$ cat config.mk
export PLATFORM = sky130hd
export DESIGN_NAME = held_key_slot_tracker
export DESIGN_NICKNAME = d
export VERILOG_FILES = /design/src/rtl/hkst_pkg.sv /design/src/rtl/hkst_ram.sv /design/src/rtl/hkst_ctrl.sv /design/src/rtl/hkst_dp.sv /design/src/rtl/held_key_slot_tracker.sv
export SDC_FILE = /design/constraint.sdc
export NUM_CORES = 1
export LEC_CHECK = 0
export BUFFER_PORTS_ARGS = -buffer_cell sky130_fd_sc_hd__buf_2
export CAP_MARGIN = 20
export CORE_ASPECT_RATIO = 1.2
export CORE_MARGIN = 3
export CORE_UTILIZATION = 46
export DETAILED_ROUTE_END_ITERATION = 12
export SLEW_MARGIN = 20
export SYNTH_ARGS = -nofsm -noshare
export SYNTH_HDL_FRONTEND = slang
export SYNTH_SLANG_ARGS = --single-unit
$ cat constraint.sdc
create_clock -name clk_i -period 7.9 [get_ports clk_i]
set_input_delay 0.395 -clock clk_i [delete_from_list [all_inputs] [get_ports clk_i]]
set_output_delay 0.395 -clock clk_i [all_outputs]
set_load 0.005 [all_outputs]
$ cat src/rtl/hkst_pkg.sv
// ----------------------------------------------------------------------------
// hkst_pkg
// Shared types and constants of the held key slot tracker.
// ----------------------------------------------------------------------------
package hkst_pkg;

  localparam int unsigned KEY_W          = 25;
  localparam int unsigned TIME_W         = 32;
  localparam int unsigned AMT_W          = 16;
  localparam int unsigned SLOT_COUNT_DEF = 8;

  typedef enum logic [1:0] {
    CMD_PRESS   = 2'd0,
    CMD_RELEASE = 2'd1,
    CMD_TICK    = 2'd2,
    CMD_QUERY   = 2'd3
  } cmd_e;

  typedef struct packed {
    cmd_e              command;
    logic [KEY_W-1:0]  key_code;
    logic [AMT_W-1:0]  tick_amount;
  } in_word_t;

  typedef struct packed {
    logic              is_pressed;
    logic [TIME_W-1:0] held_time;
  } out_word_t;

  typedef struct packed {
    logic [KEY_W-1:0]  key_code;
    logic [TIME_W-1:0] held_time;
    logic              is_pressed;
  } slot_t;

  localparam int unsigned SLOT_W = $bits(slot_t);

  typedef enum logic [1:0] {
    ST_IDLE,
    ST_SCAN,
    ST_DRAIN,
    ST_COMMIT
  } state_e;

  typedef struct packed {
    logic capture;
    logic scan_rd;
    logic commit;
  } ctl_cmd_t;

  typedef struct packed {
    logic scan_last;
    logic is_query;
    logic out_blocked;
  } dp_sts_t;

endpackage

$ cat src/rtl/hkst_ram.sv
// ----------------------------------------------------------------------------
// hkst_ram
// Generic RAM: one write port, one read port, registered read data.
// ----------------------------------------------------------------------------
module hkst_ram #(
  parameter int unsigned WIDTH = 8,
  parameter int unsigned DEPTH = 8,
  parameter int unsigned AW    = (DEPTH > 1) ? $clog2(DEPTH) : 1
) (
  input  logic             clk_i,
  input  logic             we_i,
  input  logic [AW-1:0]    waddr_i,
  input  logic [WIDTH-1:0] wdata_i,
  input  logic             re_i,
  input  logic [AW-1:0]    raddr_i,
  output logic [WIDTH-1:0] rdata_o
);

  logic [WIDTH-1:0] mem_q [DEPTH];
  logic [WIDTH-1:0] rdata_q;

  always_ff @(posedge clk_i) begin
    if (we_i) begin
      mem_q[waddr_i] <= wdata_i;
    end
    if (re_i) begin
      rdata_q <= mem_q[raddr_i];
    end
  end

  assign rdata_o = rdata_q;

endmodule

$ cat src/rtl/hkst_ctrl.sv
// ----------------------------------------------------------------------------
// hkst_ctrl
// Controller: accepts a word, sequences the slot scan and the commit step.
// ----------------------------------------------------------------------------
module hkst_ctrl (
  input  logic               clk_i,
  input  logic               rst_ni,
  input  logic               in_valid_i,
  output logic               in_stall_o,
  input  hkst_pkg::dp_sts_t  sts_i,
  output hkst_pkg::ctl_cmd_t cmd_o
);
  import hkst_pkg::*;

  state_e state_q, state_d;
  logic   commit_ok;

  assign commit_ok = !(sts_i.is_query && sts_i.out_blocked);

  always_ff @(posedge clk_i or negedge rst_ni) begin
    if (!rst_ni) begin
      state_q <= ST_IDLE;
    end else begin
      state_q <= state_d;
    end
  end

  always_comb begin
    state_d = state_q;
    case (state_q)
      ST_IDLE: begin
        if (in_valid_i) begin
          state_d = ST_SCAN;
        end
      end
      ST_SCAN: begin
        if (sts_i.scan_last) begin
          state_d = ST_DRAIN;
        end
      end
      ST_DRAIN: begin
        state_d = ST_COMMIT;
      end
      ST_COMMIT: begin
        if (commit_ok) begin
          state_d = ST_IDLE;
        end
      end
      default: begin
        state_d = ST_IDLE;
      end
    endcase
  end

  always_comb begin
    cmd_o      = '0;
    in_stall_o = 1'b1;
    case (state_q)
      ST_IDLE: begin
        in_stall_o    = 1'b0;
        cmd_o.capture = in_valid_i;
      end
      ST_SCAN: begin
        cmd_o.scan_rd = 1'b1;
      end
      ST_DRAIN: begin
        cmd_o = '0;
      end
      ST_COMMIT: begin
        cmd_o.commit = commit_ok;
      end
      default: begin
        cmd_o = '0;
      end
    endcase
  end

endmodule

$ cat src/rtl/hkst_dp.sv
// ----------------------------------------------------------------------------
// hkst_dp
// Datapath: slot RAM, scan trackers, tick update and output register.
// ----------------------------------------------------------------------------
module hkst_dp #(
  parameter int unsigned SLOT_COUNT = hkst_pkg::SLOT_COUNT_DEF
) (
  input  logic                clk_i,
  input  logic                rst_ni,
  input  hkst_pkg::in_word_t  in_word_i,
  input  hkst_pkg::ctl_cmd_t  cmd_i,
  output hkst_pkg::dp_sts_t   sts_o,
  output logic                out_valid_o,
  input  logic                out_stall_i,
  output hkst_pkg::out_word_t out_word_o
);
  import hkst_pkg::*;

  localparam int unsigned IW = (SLOT_COUNT > 1) ? $clog2(SLOT_COUNT) : 1;

  in_word_t          item_q;
  logic [IW-1:0]     addr_q;
  logic              rd_vld_q;
  logic [IW-1:0]     rd_idx_q;
  logic [SLOT_COUNT-1:0] vld_q;

  logic              match_found_q;
  logic [IW-1:0]     match_idx_q;
  logic [TIME_W-1:0] match_time_q;
  logic              match_held_q;
  logic              free_found_q;
  logic [IW-1:0]     free_idx_q;
  logic [TIME_W-1:0] best_time_q;
  logic [IW-1:0]     best_idx_q;

  logic              out_valid_q;
  out_word_t         out_word_q;

  logic [SLOT_W-1:0] ram_rdata;
  slot_t             rd_slot;
  slot_t             wr_slot;
  logic              ram_we;
  logic [IW-1:0]     ram_waddr;
  logic [TIME_W:0]   tick_sum;
  logic              tick_we;
  logic              commit_we;
  logic [IW-1:0]     commit_idx;
  slot_t             commit_slot;
  logic              hit;

  hkst_ram #(
    .WIDTH (SLOT_W),
    .DEPTH (SLOT_COUNT),
    .AW    (IW)
  ) u_slot_ram (
    .clk_i   (clk_i),
    .we_i    (ram_we),
    .waddr_i (ram_waddr),
    .wdata_i (wr_slot),
    .re_i    (cmd_i.scan_rd),
    .raddr_i (addr_q),
    .rdata_o (ram_rdata)
  );

  // never-written slots read as zero
  assign rd_slot = vld_q[rd_idx_q] ? slot_t'(ram_rdata) : '0;
  assign hit     = (rd_slot.key_code == item_q.key_code);

  assign tick_sum = {1'b0, rd_slot.held_time} + (TIME_W + 1)'(item_q.tick_amount);
  assign tick_we  = rd_vld_q && (item_q.command == CMD_TICK) && rd_slot.is_pressed;

  always_comb begin
    commit_we   = 1'b0;
    commit_idx  = match_idx_q;
    commit_slot = '0;
    if (cmd_i.commit) begin
      case (item_q.command)
        CMD_PRESS: begin
          commit_we = 1'b1;
          if (match_found_q) begin
            commit_idx = match_idx_q;
          end else if (free_found_q) begin
            commit_idx = free_idx_q;
          end else begin
            commit_idx = best_idx_q;
          end
          commit_slot.key_code   = item_q.key_code;
          commit_slot.held_time  = '0;
          commit_slot.is_pressed = 1'b1;
        end
        CMD_RELEASE: begin
          commit_we              = match_found_q;
          commit_idx             = match_idx_q;
          commit_slot.key_code   = item_q.key_code;
          commit_slot.held_time  = match_time_q;
          commit_slot.is_pressed = 1'b0;
        end
        default: begin
          commit_we = 1'b0;
        end
      endcase
    end
  end

  always_comb begin
    ram_we    = tick_we | commit_we;
    ram_waddr = commit_idx;
    wr_slot   = commit_slot;
    if (tick_we) begin
      ram_waddr          = rd_idx_q;
      wr_slot.key_code   = rd_slot.key_code;
      wr_slot.held_time  = tick_sum[TIME_W] ? '1 : tick_sum[TIME_W-1:0];
      wr_slot.is_pressed = 1'b1;
    end
  end

  always_ff @(posedge clk_i or negedge rst_ni) begin
    if (!rst_ni) begin
      vld_q       <= '0;
      rd_vld_q    <= 1'b0;
      out_valid_q <= 1'b0;
    end else begin
      rd_vld_q <= cmd_i.scan_rd;
      if (ram_we) begin
        vld_q[ram_waddr] <= 1'b1;
      end
      if (cmd_i.commit && (item_q.command == CMD_QUERY)) begin
        out_valid_q <= 1'b1;
      end else if (!out_stall_i) begin
        out_valid_q <= 1'b0;
      end
    end
  end

  always_ff @(posedge clk_i) begin
    rd_idx_q <= addr_q;
    if (cmd_i.capture) begin
      item_q        <= in_word_i;
      addr_q        <= '0;
      match_found_q <= 1'b0;
      match_idx_q   <= '0;
      match_time_q  <= '0;
      match_held_q  <= 1'b0;
      free_found_q  <= 1'b0;
      free_idx_q    <= '0;
      best_time_q   <= '0;
      best_idx_q    <= '0;
    end else begin
      if (cmd_i.scan_rd) begin
        addr_q <= addr_q + IW'(1);
      end
      if (rd_vld_q) begin
        if (hit && !match_found_q) begin
          match_found_q <= 1'b1;
          match_idx_q   <= rd_idx_q;
          match_time_q  <= rd_slot.held_time;
          match_held_q  <= rd_slot.is_pressed;
        end
        if (!rd_slot.is_pressed && !free_found_q) begin
          free_found_q <= 1'b1;
          free_idx_q   <= rd_idx_q;
        end
        if (rd_slot.held_time > best_time_q) begin
          best_time_q <= rd_slot.held_time;
          best_idx_q  <= rd_idx_q;
        end
      end
    end
    if (cmd_i.commit && (item_q.command == CMD_QUERY)) begin
      out_word_q.is_pressed <= match_held_q;
      out_word_q.held_time  <= match_time_q;
    end
  end

  assign sts_o.scan_last   = (addr_q == IW'(SLOT_COUNT - 1));
  assign sts_o.is_query    = (item_q.command == CMD_QUERY);
  assign sts_o.out_blocked = out_valid_q && out_stall_i;

  assign out_valid_o = out_valid_q;
  assign out_word_o  = out_word_q;

endmodule

$ cat src/rtl/held_key_slot_tracker.sv
// ----------------------------------------------------------------------------
// held_key_slot_tracker
// Key slot table with press, release, tick and query words.
// ----------------------------------------------------------------------------
// Every word passes an accept step, one slot RAM read per slot, a drain step
// and a commit step; a query's commit waits while the output is blocked.
// A query result is registered at commit; new words stall until then.
// Reset clears the control state and a valid flag per slot; unwritten slots
// read as zero, so no clearing pass is needed.
// ----------------------------------------------------------------------------
module held_key_slot_tracker #(
  parameter int unsigned SLOT_COUNT = hkst_pkg::SLOT_COUNT_DEF
) (
  input  logic                clk_i,
  input  logic                rst_ni,
  input  logic                in_valid_i,
  output logic                in_stall_o,
  input  hkst_pkg::in_word_t  in_word_i,
  output logic                out_valid_o,
  input  logic                out_stall_i,
  output hkst_pkg::out_word_t out_word_o
);
  import hkst_pkg::*;

  ctl_cmd_t ctl_cmd;
  dp_sts_t  dp_sts;

  hkst_ctrl u_ctrl (
    .clk_i      (clk_i),
    .rst_ni     (rst_ni),
    .in_valid_i (in_valid_i),
    .in_stall_o (in_stall_o),
    .sts_i      (dp_sts),
    .cmd_o      (ctl_cmd)
  );

  hkst_dp #(
    .SLOT_COUNT (SLOT_COUNT)
  ) u_dp (
    .clk_i       (clk_i),
    .rst_ni      (rst_ni),
    .in_word_i   (in_word_i),
    .cmd_i       (ctl_cmd),
    .sts_o       (dp_sts),
    .out_valid_o (out_valid_o),
    .out_stall_i (out_stall_i),
    .out_word_o  (out_word_o)
  );

endmodule
# --- Word level (Yosys, flattened, before mapping) ---
# Memory sizes are Yosys's and may differ from the RTL's. A register that Yosys moved wholly into a read port is not among the register bits.
# Index checks and enable logic that the tools add are counted.
op_classes:
  add_sub_neg: 2
  order_cmp: 4
  eq_ne: 12
  mux: 28
  n_bitwise: 2
  n_reduce_logical: 18
op_table:
  columns: ["cell", "n"]
  rows:
  - ["$mux 58", 3]
  - ["$pmux 58 s2", 1]
  - ["$add 32x16->33", 1]
  - ["$gt 32x32->1", 1]
  - ["$mux 32", 1]
  - ["$eq 25x25->1", 1]
  - ["$mux 3", 5]
  - ["$mux 1", 11]
  - ["$eq 2x2->1 const B", 4]
  - ["$logic_and 1x1->1", 8]
  - ["$lt 3x4->1 const B", 2]
  - ["$or 8x8->8", 1]
  - ["$pmux 2 s4", 1]
  - ["$mux 2", 3]
  - ["$ne 2x2->1 const B", 3]
  - ["$reduce_and 2->1", 3]
  - ["$eq 2x1->1 const B", 2]
  - ["$logic_not 1->1", 4]
  - ["$logic_not 2->1", 2]
  - ["$add 3x1->3 const B", 1]
  - ["$bmux 1 s3", 1]
  - ["$demux 1 s3", 1]
  - ["$eq 3x3->1 const B", 1]
  - ["$ge 3x1->1 const B", 1]
  - ["other kinds (4)", 4]
word_totals:
  regBits: 170
  ram_bits: 464
  inputBits: 47
  out_inout_bits: 35
  word_cells: 86
  mem_count: 1
memory_table:
  columns: ["memory", "words", "width", "rd", "rd_clocked_by_memory_dff", "write_ports", "line", "rtl"]
  rows:
  - ["u_dp.u_slot_ram.mem_q", 8, 58, 1, 1, 1, "hkst_ram.sv:19", "logic [WIDTH-1:0] mem_q [DEPTH];"]

# --- Depth between registers and ports, before layout ---
depth:
  ltp_word: 11
  mapped_depth: 20
  ltp_nobuf: 16

# --- By module ---
# A second synthesis with hierarchy kept.
hier_totals:
  cells_unflattened: 1888
  hier_area_um2: 29744.8
by_module_without_submodules:
  columns: ["module", "instances", "cells_per_inst", "area_each_um2", "seq_area_each_um2"]
  rows:
  - ["hkst_ram", 1, 741, 19412.4, 15675.0]
  - ["hkst_dp", 1, 1129, 10142.2, 4174.0]
  - ["hkst_ctrl", 1, 18, 190.2, 50.0]

# --- Least setup slack after synthesis ---
# No wires, ideal clock.
synth_timing:
  path_type: "flip-flop to flip-flop"
  from: "register u_dp.rd_idx_q[0]"
  to: "memory u_dp.u_slot_ram.mem_q[4][0] in the netlist's numbering, enable pin"
  setup_ns: 0.474
  t_arrival_ns: 4.663
  t_required_ns: 7.426
  slack_ns: 2.763
  path_stages_with_launch: 12
  n_path_buf: 3
  period_less_slack_ns: 5.137
  cell_sequence: "dfxtp_1 -> buf_6 -> mux2_4 -> o22ai_4 -> nor2_1 -> buf_2 -> nand2_1 -> nor3_1 -> clkbuf_1 -> o21a_1 -> nand2_1 -> nor2_1"
synth_via:
  elab_chain_cells: 7
  elab_cells_between_ends: 8
  classes_between: "mux: 6; bitwise: 1; reduce/logical: 1"
synth_lines:
  columns: ["item", "line", "rtl"]
  rows:
  - ["from (decl)", "hkst_dp.sv:24", "logic [IW-1:0] rd_idx_q;"]
  - ["from (signal assigned)", "hkst_dp.sv:136", "rd_idx_q <= addr_q;"]
  - ["$bmux 1 s3", "hkst_dp.sv:66", "assign rd_slot = vld_q[rd_idx_q] ? slot_t'(ram_rdata) : '0;"]
  - ["$mux 1 (implied by the code)", "hkst_dp.sv:66", null]
  - ["$mux 58", "hkst_dp.sv:66", null]
  - ["$logic_and 1x1->1", "hkst_dp.sv:70", "assign tick_we = rd_vld_q && (item_q.command == CMD_TICK) && rd_slot.is_pressed;"]
  - ["$or 1x1->1", "hkst_dp.sv:106", "ram_we = tick_we | commit_we;"]
  - ["$mux 1", "hkst_ram.sv:23", "if (we_i) begin"]
  - ["$mux 1 (implied by the code)", "hkst_ram.sv:24", "mem_q[waddr_i] <= wdata_i;"]
  - ["to (decl)", "hkst_ram.sv:19", null]
# Several ways; a longest one is shown, not always the timed one. The select of a mux whose other input is x is not followed.

# --- Worst setup path in the final report ---
layout_timing:
  from: "register u_dp.rd_idx_q[0]"
  to: "register u_dp.best_idx_q[1]"
layout_via:
  elab_chain_cells: 5
layout_lines:
  columns: ["item", "line", "rtl"]
  rows:
  - ["$bmux 1 s3", "hkst_dp.sv:66", null]
  - ["$mux 1 (implied by the code)", "hkst_dp.sv:66", null]
  - ["$mux 58", "hkst_dp.sv:66", null]
  - ["$gt 32x32->1", "hkst_dp.sv:163", "if (rd_slot.held_time > best_time_q) begin"]
  - ["$reduce_and 2->1 (no source line)", null, null]
  - ["to (signal assigned)", "hkst_dp.sv:165", "best_idx_q <= rd_idx_q;"]
  - ["to (decl)", "hkst_dp.sv:34", "logic [IW-1:0] best_idx_q;"]
# No other way between the ends. The select of a mux whose other input is x is not followed.
# A chain may end at the register's enable or synchronous reset.

==> results.json <==
{
  "outcome": "completed",
  "startpoint_type": "flip-flop",
  "synth_top_family_by_area": "multiplexers",
  "peakVddDrop_mv": 0.3058,
  "drt_iter0_drc": 1489,
  "criticalPathCategory": "reg -> reg",
  "min_path_type": "in -> reg",
  "crit_family": "simple AND/OR/NAND/NOR gates",
  "worstSkewPairLatency_ns": 0.61,
  "postRouteAntennaNets": 0,
  "postSynthAreaPerCell_um2": 15.84,
  "whs_ns": 0.07308,
  "synth-seq-cells": 692,
  "cp_cell_sequence": "mux2i_1 -> a22oi_2 -> and3_1 -> ha_1 -> and4_1 -> nand3_1 -> or4_1 -> nor4_1 -> nand3_1 -> a2111oi_0 -> or3_1 -> buf_4 -> nand3_1 -> a21oi_1",
  "grt-ovfl-total": 0,
  "antenna_cells": 0,
  "syn-cell-area_um2": 28990,
  "drive_gt1_frac": 0.2201,
  "critical_path_arrival_ns": 6.31,
  "htree_levels": 3,
  "p_per_area_nw_per_um2": 395.1,
  "clockBufferDepth": 3,
  "first_pass_iters": 5,
  "place_congestion": 0.8181,
  "rsz0062_at_grt": "false",
  "min_to": "u_dp.out_valid_o",
  "worstPathMaxFanout": 20,
  "grt_pass1_vias": 17260,
  "path_common_cell": "nand3_1",
  "rr_worst_depth": 14,
  "hpwl_um": 41680,
  "clock_skew_ns": 0.02719,
  "min_from": "out_stall_i",
  "p_leak_nw": 11.22,
  "synth_edf_count": 598,
  "core_area_um2": 62180,
  "cts_tree": "yes",
  "dpl.cell_count": 2650,
  "grt_pass1_wl_um": 107000,
  "critPathBufInv": 1,
  "slowest_stage": "a22oi_2",
  "ys_types": 75,
  "ys_warn_count": 0,
  "holdPathStages": 3,
  "drc": 0,
  "synth-simple-area-share": 0.05555,
  "fin_setup_tns_ns": 0,
  "synth_compound_area_frac": 0.07000,
  "routed_wl_um": 70360,
  "ios": 82,
  "synthAdderAreaFrac": 0.02020,
  "vias_per_cell": 5.901,
  "cts-root-buf": "clkbuf_16",
  "rrSetupSlack_ns": 2.11,
  "cts_buffers": 72,
  "worst_pin_slew_ns": 1.120,
  "synthMuxAreaShare": 0.1314,
  "fmax_mhz": 172.7,
  "start_util": 0.4662,
  "critPathRequiredTime_ns": 8.42,
  "nets": 2041,
  "r2r-start": "u_dp.rd_idx_q[0]",
  "die_area_um2": 66080,
  "clk_pin_slew_ns": 0.07,
  "finalCritPeriodShare": 0.7328,
  "clkSinkCount": 692,
  "finalSetupViolCount": 0,
  "syn-num-nets": 1919,
  "slew_viol_final": 0,
  "grt_max_degree": 89,
  "hold_viol": 0,
  "period_needed_ns": 5.789,
  "area_delta_synth_final_pct": 14.38,
  "synth_ff_type": "edfxtp_1",
  "synthXorXnorAreaFrac": 0.01329,
  "postSynthCellCount": 1830,
  "rows": 100,
  "async_reset_ff_frac": 0.01734,
  "fin_ws_ns": 2.111,
  "end_kind": "flip-flop",
  "grt_use_total": 0.2136,
  "die_y_um": 281.0,
  "final_core_util": 0.5332,
  "io_buffers": 81,
  "ys_seq_area_frac": 0.6864,
  "slew_headroom": 0.2531,
  "stdcell_count": 2824,
  "die_w_um": 235.2,
  "crit_start": "u_dp.rd_idx_q[0]",
  "wl_per_cell_um": 24.91,
  "pre_cts_ws_ns": 2.208,
  "grt_antenna_before_repair": 1,
  "critPathMaxStageDelay_ns": 0.92,
  "vias": 16670,
  "max-cap-violations": 0,
  "timing.rr.end": "u_dp.best_idx_q[1]"
}
## per-layer routing
layer	track usage	wire length [um]
met1	0.2856	30090
met2	0.3683	35740
met3	0.03013	3208
met4	0.06061	1314
met5	0	0
## cell usage in the layout, fill, tap and decap left out, drive strengths merged, types with 27 or more instances in the layout
master       synthesis  routed
edfxtp             598     598
xnor2               29      29
dlygate4sd3          0      44
clkbuf              84      93
and3                27      27
buf                 31     119
mux4               116     116
dfxtp               82      82
mux2                63      63
nand2               72      72
inv                 58      64
a21oi              116     116
nor2                91      91
mux2i               48      48
ha                  42      42
nand3               57      57
o21ai               68      68
## worst max path at each step
stage	endpoint	slack, ns	cells after the start
after floorplan	u_dp.u_slot_ram.mem_q[4][0]	2.76	11
final	u_dp.best_idx_q[1]	2.11	14
after detailed placement	u_dp.u_slot_ram.mem_q[6][8]	2.21	14
after global routing	u_dp.best_time_q[7]	1.65	14
after global placement	u_dp.u_slot_ram.mem_q[4][17]	2.48	14
after CTS	u_dp.u_slot_ram.mem_q[7][28]	2.15	14
## cell type report
class                           instances  area, um^2
Inverter                               58       217.7
Clock inverter                         37       400.4
Timing Repair Buffer                  163        1155
Multi-Input combinational cell        965        8533
Clock buffer                           93        1922
Sequential cell                       692       19910
Tap cell                              816        1021
Fill cell                            4948       29030
## report_power, final
part           switching (W)  internal [W]  total [W]
clock                0.00139       0.00196    0.00335
combinational        0.00284       0.00184    0.00468
sequential          0.000466       0.00460    0.00507
## registers in the layout, indices dropped and copies added (netlist names)
register                 flops
u_dp.addr_q                  3
u_dp.item_q                 43
u_dp.free_found_q            1
u_dp.vld_q                   8
u_ctrl.state_q               2
u_dp.match_time_q           32
u_dp.match_found_q           1
u_dp.best_idx_q              3
u_dp.free_idx_q              3
u_dp.rd_vld_q                1
u_dp.u_slot_ram.rdata_o     58
u_dp.match_idx_q             3
u_dp.best_time_q            32
u_dp.match_held_q            1
u_dp.out_word_o             33
u_dp.u_slot_ram.mem_q      464
u_dp.rd_idx_q                3
u_dp.out_valid_o             1
## per-stage QoR
stage                     area [um^2]  total power (W)
after floorplan                 28990         0.008334
after global placement          30370         0.009742
after detailed placement        30390         0.009773
after CTS                       33160          0.01317
after global routing            33160          0.01380
final                           33160          0.01310
## repair_timing
item,4_1_cts,5_1_grt
hold buffers,44,0
endpoints found under the hold margin,55,0
endpoints found under the setup margin,0,0
gates resized for setup,0,0
setup buffers,0,0
## synthesized netlist by cell type, types with 17 or more instances
master      n  area [um^2]
mux2i_1    48        480.5
nor2_1     91        341.6
mux4_2    116         2613
o21ai_0    67        335.3
a21oi_1   116        580.6
nand2_1    71        266.5
buf_1      19        71.32
xnor2_1    29        254.0
clkbuf_1   84        315.3
nand3_1    57        285.3
inv_1      58        217.7
a22o_1     17        148.9
and3_1     27        168.9
edfxtp_1  598        17960
mux2_2     61        686.9
ha_1       42        525.5
dfxtp_1    82         1642
## worst reg2reg max path, cell delays in order, from the launching register on
cell and delay [ns]:
dfxtp_1 0.67, mux2i_1 0.21, a22oi_2 0.92, and3_1 0.42
ha_1 0.20, and4_1 0.22, nand3_1 0.13, or4_1 0.61
nor4_1 0.30, nand3_1 0.16, a2111oi_0 0.58, or3_1 0.61
buf_4 0.39, nand3_1 0.11, a21oi_1 0.15
## cell families (layout without fill, tap and decap cells)
group / count (synthesis) / in the layout
AOI/OAI and AO/OA: 318 / 318
xor gates and xnor gates: 44 / 44
adders and majority gates: 48 / 48
buffers and inverters: 173 / 351
DFF: 692 / 692
muxes: 227 / 227
and+or+nand+nor: 328 / 328
(Power assumes the default switching activity.)
